## config.mk

```make
export PLATFORM = sky130hd
export DESIGN_NAME = rths_bucket
export DESIGN_NICKNAME = d
export VERILOG_FILES = /design/src/design/rths_pkg.sv /design/src/design/rths_bucket.sv
export SDC_FILE = /design/constraint.sdc
export NUM_CORES = 1
export LEC_CHECK = 0
export BUFFER_PORTS_ARGS = -buffer_cell sky130_fd_sc_hd__buf_2
export CORE_UTILIZATION = 40
export DETAILED_ROUTE_END_ITERATION = 12
export GPL_TIMING_DRIVEN = 1
export SYNTH_ARGS = -nofsm -noshare
export SYNTH_HDL_FRONTEND = slang
export SYNTH_SLANG_ARGS = --single-unit
```

## constraint.sdc

```tcl
create_clock -name clock -period 8.8 [get_ports clock]
set_clock_uncertainty 0.1 [all_clocks]
set_input_delay 2.2 -clock clock [delete_from_list [all_inputs] [get_ports clock]]
set_output_delay 2.2 -clock clock [all_outputs]
set_load 0.01 [all_outputs]
```

## src/design/rths_pkg.sv

```systemverilog
`timescale 1ns / 1ps
package rths_pkg;

   localparam int TABLE_ENTRIES = 1024;
   localparam int HIST_BINS     = 1024;
   localparam int TBL_AW        = $clog2(TABLE_ENTRIES);
   localparam int BIN_AW        = $clog2(HIST_BINS);
   localparam int CNT_W         = 48;
   localparam int OCC_W         = TBL_AW + 1;

   localparam logic [CNT_W-1:0]  CNT_MAX    = {CNT_W{1'b1}};
   localparam logic [TBL_AW-1:0] TBL_LAST   = TBL_AW'(TABLE_ENTRIES - 1);
   localparam logic [BIN_AW-1:0] BIN_LAST   = BIN_AW'(HIST_BINS - 1);
   localparam logic [BIN_AW:0]   BIN_LIMIT  = (BIN_AW + 1)'(HIST_BINS);
   localparam logic [OCC_W-1:0]  OCC_LIMIT  = OCC_W'(TABLE_ENTRIES);

   // configuration register indexes
   localparam logic [1:0] CSR_SAMPLE_RATE  = 2'd0;
   localparam logic [1:0] CSR_GROUP_SIZE   = 2'd1;
   localparam logic [1:0] CSR_FIRST_SAMPLE = 2'd2;

   // operation codes
   localparam logic OP_ACCESS   = 1'b0;
   localparam logic OP_READ_BIN = 1'b1;

   typedef struct packed {
      logic        operation;
      logic [63:0] access_key;
      logic [30:0] random_draw;
      logic [9:0]  bin_select;
   } req_type;

   typedef struct packed {
      logic [47:0] bin_count;
      logic        reuse_found;
      logic [9:0]  reuse_bin;
      logic        sample_taken;
      logic        sample_dropped;
      logic [47:0] accesses_total;
      logic [47:0] reuses_total;
      logic [10:0] occupancy;
      logic [10:0] peak_occupancy;
   } rsp_type;

   typedef struct packed {
      logic             valid;
      logic [63:0]      key;
      logic [CNT_W-1:0] stamp;
   } tbl_entry_type;

endpackage

```

## src/design/rths_bucket.sv

```systemverilog
`timescale 1ns / 1ps
module rths_bucket
   import rths_pkg::*;
(
   input  logic              clock,
   input  logic              reset,
   input  logic              start,
   input  logic [CNT_W-1:0]  value,
   input  logic [8:0]        group_size,
   output logic              done,
   output logic [BIN_AW-1:0] bin
);

   logic              run_ff, run_in;
   logic              done_ff, done_in;
   logic [59:0]       base_ff, base_in;
   logic [5:0]        shift_ff, shift_in;
   logic [BIN_AW:0]   idx_ff, idx_in;
   logic [CNT_W-1:0]  val_ff, val_in;
   logic [8:0]        grp_ff, grp_in;
   logic [BIN_AW-1:0] bin_ff, bin_in;

   logic [59:0]     step;
   logic [60:0]     sum;
   logic [BIN_AW:0] idx_next;
   logic [48:0]     diff_up;
   logic [48:0]     quot;
   logic [BIN_AW:0] idx_fin;

   always_comb begin
      step     = {51'b0, grp_ff} << shift_ff;
      sum      = {1'b0, base_ff} + {1'b0, step};
      idx_next = idx_ff + {{(BIN_AW - 8){1'b0}}, grp_ff};
      // ceiling of the remainder over the current bucket width
      diff_up  = {1'b0, val_ff - base_ff[CNT_W-1:0]} + ((49'd1 << shift_ff) - 49'd1);
      quot     = diff_up >> shift_ff;
      idx_fin  = (val_ff > base_ff[CNT_W-1:0]) ? idx_ff + quot[BIN_AW:0] : idx_ff;

      run_in   = run_ff;
      done_in  = 1'b0;
      base_in  = base_ff;
      shift_in = shift_ff;
      idx_in   = idx_ff;
      val_in   = val_ff;
      grp_in   = grp_ff;
      bin_in   = bin_ff;

      if (start) begin
         run_in   = 1'b1;
         base_in  = '0;
         shift_in = '0;
         idx_in   = '0;
         val_in   = value;
         grp_in   = group_size;
      end else if (run_ff) begin
         if (sum < {13'b0, val_ff}) begin
            base_in  = sum[59:0];
            shift_in = shift_ff + 6'd1;
            idx_in   = idx_next;
            if (idx_next >= BIN_LIMIT) begin
               bin_in  = BIN_LAST;
               run_in  = 1'b0;
               done_in = 1'b1;
            end
         end else begin
            bin_in  = (idx_fin >= BIN_LIMIT) ? BIN_LAST : idx_fin[BIN_AW-1:0];
            run_in  = 1'b0;
            done_in = 1'b1;
         end
      end
   end

   always_ff @(posedge clock) begin
      if (reset) begin
         run_ff  <= 1'b0;
         done_ff <= 1'b0;
      end else begin
         run_ff  <= run_in;
         done_ff <= done_in;
      end
      base_ff  <= base_in;
      shift_ff <= shift_in;
      idx_ff   <= idx_in;
      val_ff   <= val_in;
      grp_ff   <= grp_in;
      bin_ff   <= bin_in;
   end

   assign done = done_ff;
   assign bin  = bin_ff;

endmodule

```

After elaboration in Yosys (flattened, before gate mapping)
Cells that the tools add are included.
- flip-flop bits (word level): 146
- input port bits: 60
- output and inout bits: 11
- add/sub/neg operators: 7
- order comparisons: 4
- equality and inequality tests: 1
- shifts and indexed selects: 3
- mux-type cells: 10
- bitwise gates (word level): 2
- reductions and logical operators: 3
- operators by type and width (kind ; number):
    adder 60 x 60 -> 61 bit ; 1
    < comparator 61 x 48 -> 1 bit ; 1
    left shift 9 x 6 -> 60 bit ; 1
    adder 48 x 49 -> 49 bit ; 1
    left shift 1 x 6 -> 49 bit, first input constant ; 1
    >> shifter 49 x 6 -> 11 bit ; 1
    subtractor 49 x 1 -> 49 bit, second input constant ; 1
    > comparator 48 bit ; 1
    subtractor 48 bit ; 1
    2-to-1 mux 10 bit ; 3
    >= comparator 11 bit, second input constant ; 2
    adder 11 bit ; 1
    adder 11 x 9 -> 11 bit ; 1
    2-to-1 mux 11 bit ; 1
    adder 6 x 1 -> 6 bit, second input constant ; 1
    2-to-1 mux 1 bit ; 6
    AND reduction 3 bit ; 1
    OR reduction 3 bit ; 1
    inequality test 2 x 1 -> 1 bit, second input constant ; 1
    NOT 1 bit ; 2
    AND reduction 2 bit ; 1

Depth between registers and ports, before layout
- word-level depth: 9
- depth in mapped cells: 47
- depth with buffers taken out: 45

Worst setup path after synthesis
No wires, ideal clock.
- kind: register to register
- start: register base_ff[1]
- end: register bin_ff[0], in the netlist bin[0], data pin
- library setup time: 277 ps
- arrival time: 7863 ps
- required time: 8423 ps
- path slack: 560 ps
- cell stages (with the launch flop): 42
- path buffers: 0
- cell sequence: dfxtp_1 -> inv_1 -> ha_1 -> nor2b_1 -> o21ai_0 -> a21boi_0 -> o21ai_0 -> a21oi_1 -> a211o_1 -> a2111oi_0 -> nor2_1 -> o21ai_0 -> or3b_2 -> nand2_1 -> ha_1 -> inv_1 -> ha_1 -> a21o_1 -> (+6 left out) -> nand2_1 -> o211a_1 -> a211oi_1 -> ha_1 -> inv_1 -> fa_1 -> nor2b_1 -> o21ai_0 -> a21boi_0 -> o21ai_0 -> nand2b_1 -> a21oi_1 -> o21bai_1 -> a31oi_1 -> nand2_1 -> nor2_1 -> nor4_4 -> o211ai_1
- cells in the longest elaborated chain, start to end: 8
- ends and longest elaborated chain (what ; line ; RTL):
    start: declaration ; rths_bucket.sv:16 ; logic [59:0] base_ff, base_in;
    start signal: assignment ; rths_bucket.sv:81 ; base_ff <= base_in;
    subtractor 48 bit ; rths_bucket.sv:35 ; diff_up = {1'b0, val_ff - base_ff[CNT_W-1:0]} + ((49'd1 << shift_ff) - 49'd1);
    adder 48 x 49 -> 49 bit ; rths_bucket.sv:35 ;
    >> shifter 49 x 6 -> 11 bit ; rths_bucket.sv:36 ; quot = diff_up >> shift_ff;
    adder 11 bit ; rths_bucket.sv:37 ; idx_fin = (val_ff > base_ff[CNT_W-1:0]) ? idx_ff + quot[BIN_AW:0] : idx_ff;
    2-to-1 mux 11 bit ; rths_bucket.sv:37 ;
    >= comparator 11 bit ; rths_bucket.sv:66 ; bin_in = (idx_fin >= BIN_LIMIT) ? BIN_LAST : idx_fin[BIN_AW-1:0];
    2-to-1 mux 10 bit ; rths_bucket.sv:66 ;
    2-to-1 mux 10 bit (*) ; rths_bucket.sv:56 ; if (sum < {13'b0, val_ff}) begin
    end signal: assignment ; rths_bucket.sv:86 ; bin_ff <= bin_in;
    end: declaration ; rths_bucket.sv:21 ; logic [BIN_AW-1:0] bin_ff, bin_in;
Every way passes the cells marked *; elsewhere a longest branch is shown, timed or not.
A chain may end at the register's enable or synchronous reset.

Worst setup path after layout
- start: register val_ff[5]
- end: register bin_ff[7], in the netlist bin[7], data pin
- cells in the longest elaborated chain, start to end: 8
- ends and longest elaborated chain (what ; line ; RTL):
    start: declaration ; rths_bucket.sv:19 ; logic [CNT_W-1:0] val_ff, val_in;
    start signal: assignment ; rths_bucket.sv:84 ; val_ff <= val_in;
    subtractor 48 bit ; rths_bucket.sv:35 ;
    adder 48 x 49 -> 49 bit ; rths_bucket.sv:35 ;
    >> shifter 49 x 6 -> 11 bit ; rths_bucket.sv:36 ;
    adder 11 bit ; rths_bucket.sv:37 ;
    2-to-1 mux 11 bit ; rths_bucket.sv:37 ;
    >= comparator 11 bit ; rths_bucket.sv:66 ;
    2-to-1 mux 10 bit ; rths_bucket.sv:66 ;
    2-to-1 mux 10 bit (*) ; rths_bucket.sv:56 ;
Marked as above.

==> run summary <==
Drt pass-1 iters: 6
CP max FO: 6
Syn_area_per_cell: 7.71 sq um
H-tree depth: 4
CTS Buf Count: 17
Root buf cell: clkbuf_16
CP arrival: 8.68 ns
IO buf count: 70
Non-Filler Instances: 3556
Core ar.: 51400 sq um
Gr usage total: 27.7%
Number of synthesized register bits: 146
Ys flop type: dfxtp_1
Worst-Margin Slew: 1.22 ns
CTS Hold Bufs: 0
Grt ovf: 0
Leakage power: 11.0 nW
Clock-pin slew on the worst setup and hold paths: 0.07 ns
Final period util: 97.6%
Synth Instances: 2704
Cell seen most often among critical-path stages: o21ai_2
Hold Crit Class: reg -> reg
Synth Net Count: 3044
Post-synthesis cell area: 20900 sq um
Pin count of the biggest net entering global routing: 52
Kind of critical path: reg -> reg
CTS tree: done
Peak VDD IR: 0.152 mV
DR WL/cell: 21.1 microns
Final Hold Fails: 0
Routed wire length: 75100 microns
DP Wirelength: 61500 microns
Fmax: 116 MHz
Initial antenna violation count: 1
Tmin final: 8.59 ns
Nets@finish: 3203
Number of global-route vias before repair: 20045
Setup violators final: 0
Worst-skew pair later-pin latency: 0.47 ns
Seq/Total Area, Yosys: 17.2%
Global-route wire length before repair: 115000 microns
Filler Cell Count: 5114
Number of core rows: 83
Run status: complete, no violations
Vias per Instance: 5.88
EDFF count, synth: 67
Die X: 230 microns
Gpl congestion: 0.965
Syn-to-layout area delta: 16.1%
Initial DRC Count: 1659
Synth warn: 0
Clock buffer depth: 2
FFs w/ async S/R, synth: 0%
Crit start category: flip-flop
Most frequent cells in the layout: nor2_1 (264), ha_1 (262), inv_1 (244)
Antenna Violating Nets Remaining: 0
Initial Util: 40.6%
Max Cap Violations: 0
Ratio of cells with drive above 1 in the final layout: 17.4%
Worst EP required: 8.89 ns
Diode count: 0
Remaining DRCs: 0
Slowest-stage cell, CP: mux4_2
Top-level I/O count: 71
Pwr Total: 6.42 mW
Distinct cells, synth: 102
Vias: 20905
Commonest non-fill, non-tap cell in the layout: nor2_1
Die Height: 230 microns
Die area: 53100 sq um
RSZ-0062 raised after global routing: yes
Crit-path max cell delay: 0.53 ns
# placed instances: 3500
CP endpoint kind: flip-flop
Clk sinks: 146
PwrDens: 265 nW/um^2
Slew margin rel.: 17.9%
Slew Limit Fails: 0
power breakdown:
group / total, mW / internal (mW) / leakage [nW] / switching, mW
sequential: 0.807 / 0.752 / 1.27 / 0.0547
combinational: 4.92 / 2.14 / 9.53 / 2.78
clock: 0.692 / 0.361 / 0.244 / 0.331
state kept, by name (all words and copies together) (netlist names):
| name | cells |
|---|---|
| bin | 10 |
| grp_ff | 9 |
| val_ff | 48 |
| base_ff | 60 |
| run_ff | 1 |
| done | 1 |
| shift_ff | 6 |
| idx_ff | 11 |
synthesized netlist by cell type, types with 40 or more instances:
cell type,n,area [sq um]
o21bai_1,40,300
mux2i_1,121,1210
edfxtp_1,67,2010
ha_1,275,3440
dfxtp_1,79,1580
inv_1,248,931
a21o_1,84,631
xor2_1,66,578
o21ai_0,121,606
nor2_1,266,998
xnor2_1,83,727
clkbuf_1,71,267
a21oi_1,233,1170
nand2_1,244,916
nand3_1,65,325
critical path: cells and delay by family, from the launching register on:
kind | cells | cell delay (ns)
fa+ha+maj | 4 | 1.28
xor+xnor | 2 | 0.39
flops | 1 | 0.43
buf+inv | 2 | 0.25
mux | 3 | 0.85
compound gates | 19 | 3.25
simple gates | 9 | 1.73
worst paths after layout:
check / from / to / slack (ns) / depth (start not counted)
max: val_ff[5]$_DFFE_PP_ / bin[7]$_SDFFCE_PP1P_ / 0.21 / 39
min: base_ff[53]$_SDFFE_PP0P_ / base_ff[53]$_SDFFE_PP0P_ / 0.39 / 1
max reg2reg: val_ff[5]$_DFFE_PP_ / bin[7]$_SDFFCE_PP1P_ / 0.21 / 39
min reg2reg: base_ff[53]$_SDFFE_PP0P_ / base_ff[53]$_SDFFE_PP0P_ / 0.39 / 1
cells by family (layout without fill, tap and decap cells):
logic type / count (synthesis) / count (layout) / synth area share (%)
and+or+nand+nor: 826 / 826 / 18.6
AOI/OAI and AO/OA: 774 / 774 / 24.8
buffers and inverters: 368 / 540 / 6.84
adders and majority gates: 280 / 280 / 17.0
muxes: 161 / 161 / 9.37
xor gates and xnor gates: 149 / 149 / 6.26
DFF: 146 / 146 / 17.2
area by class of cell:
type                    count  area [sq um]  share of cell area [%]
clock inverters            11          83.8                   0.346
well taps                 680           851                    3.51
repair buffers            257          1790                    7.38
clock buffers              21           440                    1.82
multi-input cells        2190         16500                    68.2
flip-flops and latches    146          3600                    14.9
inverters                 251           942                    3.89
what timing repair did:
item | in CTS | in global routing
cloned | 0 | 1
buffers inserted | 2 | 21
resized for setup | 16 | 151
setup endpoints to repair | 10 | 79
pin swaps | 4 | 61
metal layers:
metal / up-vias / GRT usage, % / wire, microns / part of all wire, %
li1: 10153 / - / - / -
met1: 9990 / 36.8 / 34000 / 45
met2: 629 / 45.7 / 34800 / 46
met3: 133 / 3.10 / 3420 / 4.6
met4: 0 / 11.2 / 2890 / 3.8
met5: - / 0 / 0 / 0
through the flow:
| stage | setup WS, ns | TNS, ns | instance area (sq um) | hold slack (ns) | util, % |
|---|---|---|---|---|---|
| final | 0.207 | 0 | 24200 | 0.387 | 47.1 |
| after global routing | -0.191 | -1.74 | 24200 | 0.396 | 47.1 |
| after CTS | 0.0172 | 0 | 23400 | 0.390 | 45.6 |
| after detailed placement | -0.378 | -3.63 | 22800 | 0.374 | 44.4 |
| after global placement | -0.195 | -1.89 | 22800 | 0.373 | 44.4 |
| after floorplan | 0.560 | 0 | 20900 | 0.359 | - |
No activity file was read; power rests on OpenSTA's default activity.
